$ cat config.mk
export PLATFORM = sky130hd
export DESIGN_NAME = vector_cosine_similarity_core
export DESIGN_NICKNAME = d
export VERILOG_FILES = /design/src/vcsim_pkg.sv /design/src/vcsim_engine.sv /design/src/vector_cosine_similarity_core.sv
export SDC_FILE = /design/constraint.sdc
export NUM_CORES = 2
export LEC_CHECK = 0
export BUFFER_PORTS_ARGS = -buffer_cell sky130_fd_sc_hd__clkbuf_2
export CAP_MARGIN = 40
export CORE_AREA = 4 4 342 344
export CTS_BUF_LIST = sky130_fd_sc_hd__clkbuf_8
export CTS_CLUSTER_SIZE = 30
export DETAILED_ROUTE_END_ITERATION = 6
export DIE_AREA = 0 0 346 348
export GPL_TIMING_DRIVEN = 0
export HOLD_SLACK_MARGIN = 0.12
export PLACE_DENSITY = 0.54
export SKIP_LAST_GASP = 1
export SYNTH_ARGS = -nofsm -noshare
export SYNTH_HDL_FRONTEND = slang
export SYNTH_SLANG_ARGS = --single-unit
$ cat constraint.sdc
create_clock -name i_clk -period 15.2 [get_ports i_clk]
set_input_delay 0.76 -clock i_clk [delete_from_list [all_inputs] [get_ports i_clk]]
set_output_delay 0.76 -clock i_clk [all_outputs]
set_load 0.05 [all_outputs]
$ cat src/vcsim_pkg.sv
// ----------------------------------------------------------------------------
// vcsim_pkg
// Shared types and constants of the vector cosine similarity core.
// ----------------------------------------------------------------------------
package vcsim_pkg;

    localparam int ELEM_WIDTH_DEF = 16;
    localparam int MAX_LENGTH_DEF = 4096;
    localparam int ACC_W_DEF      = 2 * ELEM_WIDTH_DEF - 1 + $clog2(MAX_LENGTH_DEF);

    // similarity result format, signed q1.14
    localparam int SIM_W     = 16;
    localparam int FRAC_BITS = 14;

    localparam logic [SIM_W-1:0]        ONE_Q14 = 16'd16384;
    localparam logic signed [SIM_W-1:0] SIM_MAX = 16'sd16384;
    localparam logic signed [SIM_W-1:0] SIM_MIN = -16'sd16384;

    typedef enum logic [2:0] {
        ST_IDLE,
        ST_MUL_AB,
        ST_MUL_AA,
        ST_MUL_BB,
        ST_ACC_NB,
        ST_START,
        ST_CALC,
        ST_DONE
    } t_state;

    typedef enum logic [2:0] {
        EP_IDLE,
        EP_MUL,
        EP_ROOT,
        EP_DIV,
        EP_FIN
    } t_eng_phase;

endpackage

$ cat src/vcsim_engine.sv
// ----------------------------------------------------------------------------
// vcsim_engine
// Back end: norm product by shift-add, integer square root digit by digit and
// restoring division, all through one shared add/subtract unit.
// ----------------------------------------------------------------------------
module vcsim_engine #(
    parameter int ACC_W = vcsim_pkg::ACC_W_DEF
) (
    input  logic                              i_clk,
    input  logic                              i_rst_n,
    input  logic                              i_start,
    input  logic signed [ACC_W-1:0]           i_dot,
    input  logic [ACC_W-1:0]                  i_norm_a,
    input  logic [ACC_W-1:0]                  i_norm_b,
    output logic                              o_done,
    output logic signed [vcsim_pkg::SIM_W-1:0] o_result
);
    import vcsim_pkg::*;

    localparam int PW = 2 * ACC_W;          // norm product
    localparam int RW = ACC_W + 2;          // root / division remainder
    localparam int DW = ACC_W + FRAC_BITS;  // scaled dividend
    localparam int UW = PW + 1;             // shared unit, top bit is the borrow
    localparam int CW = $clog2(DW);

    t_eng_phase r_phase;
    t_eng_phase n_phase;

    logic [CW-1:0]    r_cnt;
    logic [PW-1:0]    r_acc;
    logic [ACC_W-1:0] r_na;
    logic [ACC_W-1:0] r_mpl;
    logic [RW-1:0]    r_rem;
    logic [ACC_W-1:0] r_root;
    logic [DW-1:0]    r_dvd;
    logic [SIM_W-1:0] r_q;
    logic             r_big;
    logic             r_neg;
    logic             r_done;
    logic signed [SIM_W-1:0] r_result;

    logic             na_zero;
    logic             nb_zero;
    logic             dot_neg;
    logic [ACC_W-1:0] dot_mag;
    logic [RW-1:0]    root_sh;
    logic [ACC_W:0]   div_sh;
    logic [UW-1:0]    au_x;
    logic [UW-1:0]    au_y;
    logic             au_sub;
    logic [UW-1:0]    au_sum;
    logic             au_borrow;
    logic             q_sat;
    logic [SIM_W-1:0] q_mag;

    assign na_zero = (i_norm_a == '0);
    assign nb_zero = (i_norm_b == '0);
    assign dot_neg = i_dot[ACC_W-1];
    assign dot_mag = dot_neg ? (~i_dot + ACC_W'(1)) : i_dot;

    assign root_sh = {r_rem[RW-3:0], r_acc[PW-1:PW-2]};
    assign div_sh  = {r_rem[ACC_W-1:0], r_dvd[DW-1]};

    // shared add / subtract unit
    always_comb begin
        au_x   = '0;
        au_y   = '0;
        au_sub = 1'b0;
        unique case (r_phase)
            EP_MUL: begin
                au_x = UW'({r_acc[PW-2:0], 1'b0});
                au_y = r_mpl[ACC_W-1] ? UW'(r_na) : '0;
            end
            EP_ROOT: begin
                au_x   = UW'(root_sh);
                au_y   = UW'({r_root, 2'b01});
                au_sub = 1'b1;
            end
            EP_DIV: begin
                au_x   = UW'(div_sh);
                au_y   = UW'(r_root);
                au_sub = 1'b1;
            end
            default: ;
        endcase
    end

    assign au_sum    = au_x + (au_sub ? ~au_y : au_y) + UW'(au_sub);
    assign au_borrow = au_sum[UW-1];

    assign q_sat = r_big || (r_q > ONE_Q14);
    assign q_mag = q_sat ? ONE_Q14 : r_q;

    always_ff @(posedge i_clk) begin
        if (!i_rst_n) begin
            r_phase <= EP_IDLE;
            r_done  <= 1'b0;
        end else begin
            r_phase <= n_phase;
            r_done  <= (r_phase == EP_FIN);
        end
    end

    always_comb begin
        n_phase = r_phase;
        unique case (r_phase)
            EP_IDLE: begin
                if (i_start) begin
                    n_phase = (na_zero || nb_zero) ? EP_FIN : EP_MUL;
                end
            end
            EP_MUL: begin
                if (r_cnt == '0) n_phase = EP_ROOT;
            end
            EP_ROOT: begin
                if (r_cnt == '0) n_phase = EP_DIV;
            end
            EP_DIV: begin
                if (r_cnt == '0) n_phase = EP_FIN;
            end
            EP_FIN: begin
                n_phase = EP_IDLE;
            end
            default: n_phase = EP_IDLE;
        endcase
    end

    always_ff @(posedge i_clk) begin
        unique case (r_phase)
            EP_IDLE: begin
                if (i_start) begin
                    r_na  <= i_norm_a;
                    r_mpl <= i_norm_b;
                    r_acc <= '0;
                    r_cnt <= CW'(ACC_W - 1);
                    r_neg <= dot_neg;
                    r_dvd <= {dot_mag, {FRAC_BITS{1'b0}}};
                    r_big <= 1'b0;
                    // both norms zero counts as identical vectors
                    r_q   <= (na_zero && nb_zero) ? ONE_Q14 : '0;
                end
            end
            EP_MUL: begin
                r_acc <= au_sum[PW-1:0];
                r_mpl <= {r_mpl[ACC_W-2:0], 1'b0};
                if (r_cnt == '0) begin
                    r_cnt  <= CW'(ACC_W - 1);
                    r_rem  <= '0;
                    r_root <= '0;
                end else begin
                    r_cnt <= r_cnt - CW'(1);
                end
            end
            EP_ROOT: begin
                r_root <= {r_root[ACC_W-2:0], ~au_borrow};
                r_acc  <= {r_acc[PW-3:0], 2'b00};
                if (r_cnt == '0) begin
                    r_cnt <= CW'(DW - 1);
                    r_rem <= '0;
                end else begin
                    r_rem <= au_borrow ? root_sh : au_sum[RW-1:0];
                    r_cnt <= r_cnt - CW'(1);
                end
            end
            EP_DIV: begin
                r_rem <= au_borrow ? RW'(div_sh) : au_sum[RW-1:0];
                r_q   <= {r_q[SIM_W-2:0], ~au_borrow};
                r_big <= r_big | r_q[SIM_W-1];
                r_dvd <= {r_dvd[DW-2:0], 1'b0};
                r_cnt <= r_cnt - CW'(1);
            end
            EP_FIN: begin
                r_result <= r_neg ? $signed(~q_mag + SIM_W'(1)) : $signed(q_mag);
            end
            default: ;
        endcase
    end

    assign o_done   = r_done;
    assign o_result = r_result;

endmodule

$ cat src/vector_cosine_similarity_core.sv
// a pair without the last mark holds the input side through accept, then three
// passes of the single element multiplier and an add
// a last pair's result waits on the bit-serial product, root and divide loops
// no new element pair is taken while busy
// reset clears accumulators, sequencer and output valid; no clearing pass
// ----------------------------------------------------------------------------
// vector_cosine_similarity_core
// Streaming cosine similarity of two signed vectors, one element pair per
// item, q1.14 result on the last pair.
// ----------------------------------------------------------------------------
module vector_cosine_similarity_core #(
    parameter int ELEM_WIDTH = vcsim_pkg::ELEM_WIDTH_DEF,
    parameter int MAX_LENGTH = vcsim_pkg::MAX_LENGTH_DEF
) (
    input  logic                               i_clk,
    input  logic                               i_rst_n,
    input  logic                               i_valid,
    output logic                               o_ready,
    input  logic signed [ELEM_WIDTH-1:0]       i_elem_a,
    input  logic signed [ELEM_WIDTH-1:0]       i_elem_b,
    input  logic                               i_last_elem,
    output logic                               o_valid,
    input  logic                               i_ready,
    output logic signed [vcsim_pkg::SIM_W-1:0] o_similarity
);
    import vcsim_pkg::*;

    localparam int ACC_W = 2 * ELEM_WIDTH - 1 + $clog2(MAX_LENGTH);
    localparam int PRW   = 2 * ELEM_WIDTH;

    t_state r_state;
    t_state n_state;

    logic signed [ELEM_WIDTH-1:0] r_a;
    logic signed [ELEM_WIDTH-1:0] r_b;
    logic                         r_last;
    logic signed [PRW-1:0]        r_prod;
    logic signed [ACC_W-1:0]      r_dot;
    logic [ACC_W-1:0]             r_na;
    logic [ACC_W-1:0]             r_nb;
    logic                         r_out_valid;
    logic signed [SIM_W-1:0]      r_sim;

    logic signed [ELEM_WIDTH-1:0] mul_x;
    logic signed [ELEM_WIDTH-1:0] mul_y;
    logic signed [PRW-1:0]        mul_p;
    logic signed [ACC_W:0]        dot_sum;
    logic [ACC_W:0]               norm_sum_a;
    logic [ACC_W:0]               norm_sum_b;
    logic signed [ACC_W-1:0]      dot_sat;
    logic [ACC_W-1:0]             na_sat;
    logic [ACC_W-1:0]             nb_sat;
    logic                         accept;
    logic                         load_out;
    logic                         eng_start;
    logic                         eng_done;
    logic signed [SIM_W-1:0]      eng_result;

    // one multiplier: a*b, then a*a, then b*b
    assign mul_x = (r_state == ST_MUL_BB) ? r_b : r_a;
    assign mul_y = (r_state == ST_MUL_AA) ? r_a : r_b;
    assign mul_p = mul_x * mul_y;

    assign dot_sum    = $signed({r_dot[ACC_W-1], r_dot}) + (ACC_W+1)'(r_prod);
    assign norm_sum_a = {1'b0, r_na} + (ACC_W+1)'($unsigned(r_prod));
    assign norm_sum_b = {1'b0, r_nb} + (ACC_W+1)'($unsigned(r_prod));

    always_comb begin
        dot_sat = dot_sum[ACC_W-1:0];
        if (dot_sum[ACC_W] != dot_sum[ACC_W-1]) begin
            dot_sat = dot_sum[ACC_W] ? $signed({1'b1, {(ACC_W-1){1'b0}}})
                                     : $signed({1'b0, {(ACC_W-1){1'b1}}});
        end
    end

    assign na_sat = norm_sum_a[ACC_W] ? '1 : norm_sum_a[ACC_W-1:0];
    assign nb_sat = norm_sum_b[ACC_W] ? '1 : norm_sum_b[ACC_W-1:0];

    assign accept    = i_valid && (r_state == ST_IDLE);
    assign load_out  = (r_state == ST_DONE) && (!r_out_valid || i_ready);
    assign eng_start = (r_state == ST_START);

    always_ff @(posedge i_clk) begin
        if (!i_rst_n) begin
            r_state <= ST_IDLE;
        end else begin
            r_state <= n_state;
        end
    end

    always_comb begin
        n_state = r_state;
        unique case (r_state)
            ST_IDLE: begin
                if (i_valid) n_state = ST_MUL_AB;
            end
            ST_MUL_AB: n_state = ST_MUL_AA;
            ST_MUL_AA: n_state = ST_MUL_BB;
            ST_MUL_BB: n_state = ST_ACC_NB;
            ST_ACC_NB: n_state = r_last ? ST_START : ST_IDLE;
            ST_START:  n_state = ST_CALC;
            ST_CALC: begin
                if (eng_done) n_state = ST_DONE;
            end
            ST_DONE: begin
                if (!r_out_valid || i_ready) n_state = ST_IDLE;
            end
            default: n_state = ST_IDLE;
        endcase
    end

    // accumulators and output register
    always_ff @(posedge i_clk) begin
        if (!i_rst_n) begin
            r_dot       <= '0;
            r_na        <= '0;
            r_nb        <= '0;
            r_out_valid <= 1'b0;
        end else begin
            if (load_out) begin
                r_dot <= '0;
                r_na  <= '0;
                r_nb  <= '0;
            end else if (r_state == ST_MUL_AA) begin
                r_dot <= dot_sat;
            end else if (r_state == ST_MUL_BB) begin
                r_na <= na_sat;
            end else if (r_state == ST_ACC_NB) begin
                r_nb <= nb_sat;
            end
            if (load_out) begin
                r_out_valid <= 1'b1;
            end else if (i_ready) begin
                r_out_valid <= 1'b0;
            end
        end
    end

    always_ff @(posedge i_clk) begin
        r_prod <= mul_p;
        if (accept) begin
            r_a    <= i_elem_a;
            r_b    <= i_elem_b;
            r_last <= i_last_elem;
        end
        if (load_out) begin
            r_sim <= eng_result;
        end
    end

    vcsim_engine #(
        .ACC_W (ACC_W)
    ) u_engine (
        .i_clk    (i_clk),
        .i_rst_n  (i_rst_n),
        .i_start  (eng_start),
        .i_dot    (r_dot),
        .i_norm_a (r_na),
        .i_norm_b (r_nb),
        .o_done   (eng_done),
        .o_result (eng_result)
    );

    assign o_ready      = (r_state == ST_IDLE);
    assign o_valid      = r_out_valid;
    assign o_similarity = r_sim;

endmodule

==> flow_summary_export.csv <==
group,metric,value,unit
min_path,hold_depth,4,
setup_path,slowest_stage,"clkbuf_1",
synth,yosys_most_used_dff,"edfxtp_1",
run,cap_violations,0,
clock_tree,numCtsBuffers,104,
sta,period_minus_slack,10.07,ns
min_path,min_from,"i_ready",
synth,synth.avg_cell_area,8.97,um^2
floorplan,die_h,348,um
clock_tree,root_buffer,"clkbuf_8",
global_routing,grt_pass1_vias,37976,
clock_tree,cts_tree,"built",
floorplan,dieArea,120000,um^2
synth,synth.distinct_cells,83,
finish,final_util,0.444,
placed_design,dp.cells,6657,
sta,drv_slew,0,
clock_tree,ctsResizeCount,0,
sta,worst_pin_slew,0.963,ns
floorplan,io_pins,55,
setup_path,rr_worst_depth,31,
drt,drt_iter0_markers,3222,
drt,wl_per_cell,21.0,um
setup_path,cpMostUsedCell,"fa_1",
floorplan,die_width,346,um
floorplan,placementRows,124,
sta,min_period_over_period,0.663,
finish,area_delta_synth_final,11.8,%
setup_path,r2r-start,"r_state[0]$_SDFFE_PN0P_",
placed_design,dpl-instance-area,48000,um^2
global_routing,grt_pass1_wl,223000,um
setup_path,crit_fanout,10,
setup_path,critPathKind,"reg -> reg",
placed_design,port_buffers,54,
synth,syn_area,45200,um^2
sta,fmax,99.3,MHz
floorplan,start_util,0.397,
drt,drt-pass1-iter-count,6,
drt,drc,0,
clock_tree,cts.clk_slew.worst_paths,0.06,ns
global_routing,gr-total-overflow,0,
sta,rsz0062_at_grt,"no",
synth,yosysWarnings,0,
setup_path,max_stage_delay,0.68,ns
setup_path,arrival,10.77,ns
setup_path,end_kind,"flop",
drt,routed_wl,144000,um
clock_tree,insertion_delay,0.78,ns
sta,setup_violations,0,
synth,synth-edff-count,390,
synth,synth-seq-cells,559,
clock_tree,htreeDepth,3,
setup_path,reg2reg_to,"r_prod[31]$_DFF_P_",
placed_design,routabilityCongestion,0.943,
synth,async_reset_ff_frac,0,
clock_tree,clk_path_buf_depth,3,
finish,drive_gt1_frac,0.0609,
clock_tree,cts.sinks,559,
setup_path,critPathRequiredTime,15.89,ns
clock_tree,cts_hold_buf,33,
setup_path,r2r_slack,5.13,ns
sta,slew-limit-headroom,0.348,
synth,yosysSeqAreaShare,0.334,
finish,nFillCells,11348,
finish,final_area,50500,um^2
setup_path,critPathLaunchType,"flop",
global_routing,grt_max_degree,44,
sta,tns,0,ns
finish,fin_nets,5865,
min_path,hold_class,"in -> reg",
clock_tree,postCtsSetupRepairBufs,0,
sta,hold_viol,0,
drt,antenna_left,0,
sta,final.setup_skew,0.0482,ns
global_routing,antenna_found_initial,6,
finish,fin_cells,6884,
drt,dr_total_vias,38572,
global_routing,grt_use_total,0.236,
status,status,"completed",
synth,synth_nets,5624,
drt,viasPerCell,5.60,
min_path,hold_path_end,"r_state[1]$_SDFFE_PN0P_",
synth,syn_inst,5044,
floorplan,core_area,114000,um^2
placed_design,hpwl,112000,um
[sequential cells by signal, summed over array words and instances, names as in the netlist, 32 cells and up]
name             cells
u_engine.r_rem      43
r_prod              32
u_engine.r_acc      86
r_na                43
u_engine.r_root     43
u_engine.r_dvd      43
r_nb                43
u_engine.r_na       43
r_dot               43
u_engine.r_mpl      43
[per-layer routing]
layer	track usage	vias up	wire length [um]
li1	-	18369	-
met1	0.326	18747	65200
met2	0.367	1221	63400
met3	0.0527	235	11100
met4	0.0801	0	4720
met5	0	-	0
[worst max-delay path: cells and delay by family (launching register included)]
kind / cells / cell delay, ns
buf+inv: 8 / 2.25
compound gates: 7 / 1.81
simple gates: 9 / 2.12
flops: 1 / 0.32
fa+ha+maj: 7 / 3.48
[final cells by class]
cell class,instances,area [um^2],area share
multi-input combinational,3827,27700,0.548
sequential,559,15100,0.299
tap,1512,1890,0.0374
clock buffer,117,1610,0.0319
inverter,392,1470,0.0291
timing repair buffer,135,1190,0.0235
buffer,266,1000,0.0199
clock inverter,75,581,0.0115
antenna,1,2.50,0.0000495
[worst max path at each step]
stage                                     to  slack [ns]               startpoint  depth (start not counted)
after floorplan           r_prod[31]$_DFF_P_        7.21  r_state[1]$_SDFFE_PN0P_                         28
after global placement    r_prod[31]$_DFF_P_        4.43  r_state[1]$_SDFFE_PN0P_                         27
after detailed placement  r_prod[31]$_DFF_P_        5.39  r_state[0]$_SDFFE_PN0P_                         31
after CTS                 r_prod[31]$_DFF_P_        5.33  r_state[0]$_SDFFE_PN0P_                         31
after global routing      r_prod[31]$_DFF_P_        4.57  r_state[0]$_SDFFE_PN0P_                         31
final                     r_prod[31]$_DFF_P_        5.13  r_state[0]$_SDFFE_PN0P_                         31
[per-stage QoR]
step	setup WS (ns)	hold WS, ns
after floorplan	7.21	0.400
final	5.13	0.414
after CTS	5.33	0.336
after detailed placement	5.39	0.405
after global placement	4.43	0.402
after global routing	4.57	0.369
[cell usage in the layout (no fill, tap or decap), drive strengths merged, types with 14 or more instances in the layout]
master,n
a211oi,103
a21boi,15
a21o,100
a21oi,521
a221oi,15
a22o,39
a31oi,40
and2,70
and3,83
buf,67
clkbuf,418
clkinv,29
dfxtp,169
dlygate4sd3,33
edfxtp,390
fa,266
ha,277
inv,427
mux2,16
mux2i,79
nand2,606
nand2b,35
nand3,90
nand4,60
nor2,321
nor2b,25
nor3,50
nor4,37
o211ai,14
o21a,25
o21ai,416
o21bai,43
o31ai,33
or2,18
or3,24
xnor2,138
xor2,136
[cell usage after synthesis, drive strengths merged, types with 7 or more instances]
| master | n | area, um^2 |
|---|---|---|
| and3 | 83 | 519 |
| a311oi | 8 | 70.1 |
| fa | 266 | 5330 |
| nand2 | 606 | 2270 |
| a2111oi | 7 | 61.3 |
| xor2 | 136 | 1190 |
| or2 | 18 | 113 |
| ha | 277 | 3470 |
| a21oi | 521 | 2610 |
| a22o | 39 | 342 |
| a21boi | 15 | 113 |
| nor3 | 50 | 250 |
| edfxtp | 390 | 11700 |
| clkbuf | 246 | 923 |
| o211ai | 14 | 105 |
| a21o | 100 | 751 |
| and2 | 70 | 438 |
| nand3b | 7 | 52.6 |
| nand2b | 35 | 226 |
| or3 | 24 | 160 |
| inv | 392 | 1470 |
| o21ai | 416 | 2080 |
| or4 | 12 | 97.6 |
| o21bai | 43 | 323 |
| a221oi | 15 | 131 |
| a31oi | 40 | 250 |
| buf | 20 | 80.1 |
| o21a | 25 | 188 |
| mux2 | 16 | 180 |
| dfxtp | 169 | 3380 |
| o31ai | 33 | 267 |
| nor4 | 37 | 238 |
| nor2 | 321 | 1200 |
| mux2i | 79 | 791 |
| a211oi | 103 | 773 |
| nor2b | 25 | 156 |
| a31o | 7 | 61.3 |
| nand4 | 60 | 375 |
| xnor2 | 138 | 1210 |
| nand3 | 90 | 450 |
| nor3b | 8 | 60.1 |
[cell families (layout without fill, tap and decap cells)]
| family | count (synthesis) | in the layout | synth area share |
|---|---|---|---|
| simple gates | 1461 | 1461 | 0.149 |
| compound gates | 1448 | 1448 | 0.192 |
| buf+inv | 658 | 985 | 0.0547 |
| flops | 559 | 559 | 0.334 |
| fa+ha+maj | 549 | 549 | 0.196 |
| xor+xnor | 274 | 274 | 0.0531 |
| mux | 95 | 95 | 0.0215 |
| other cells | 0 | 1 | 0 |
Power is not shown: default switching activity piles up to over one toggle a cycle in this logic, so the estimate is an artifact.
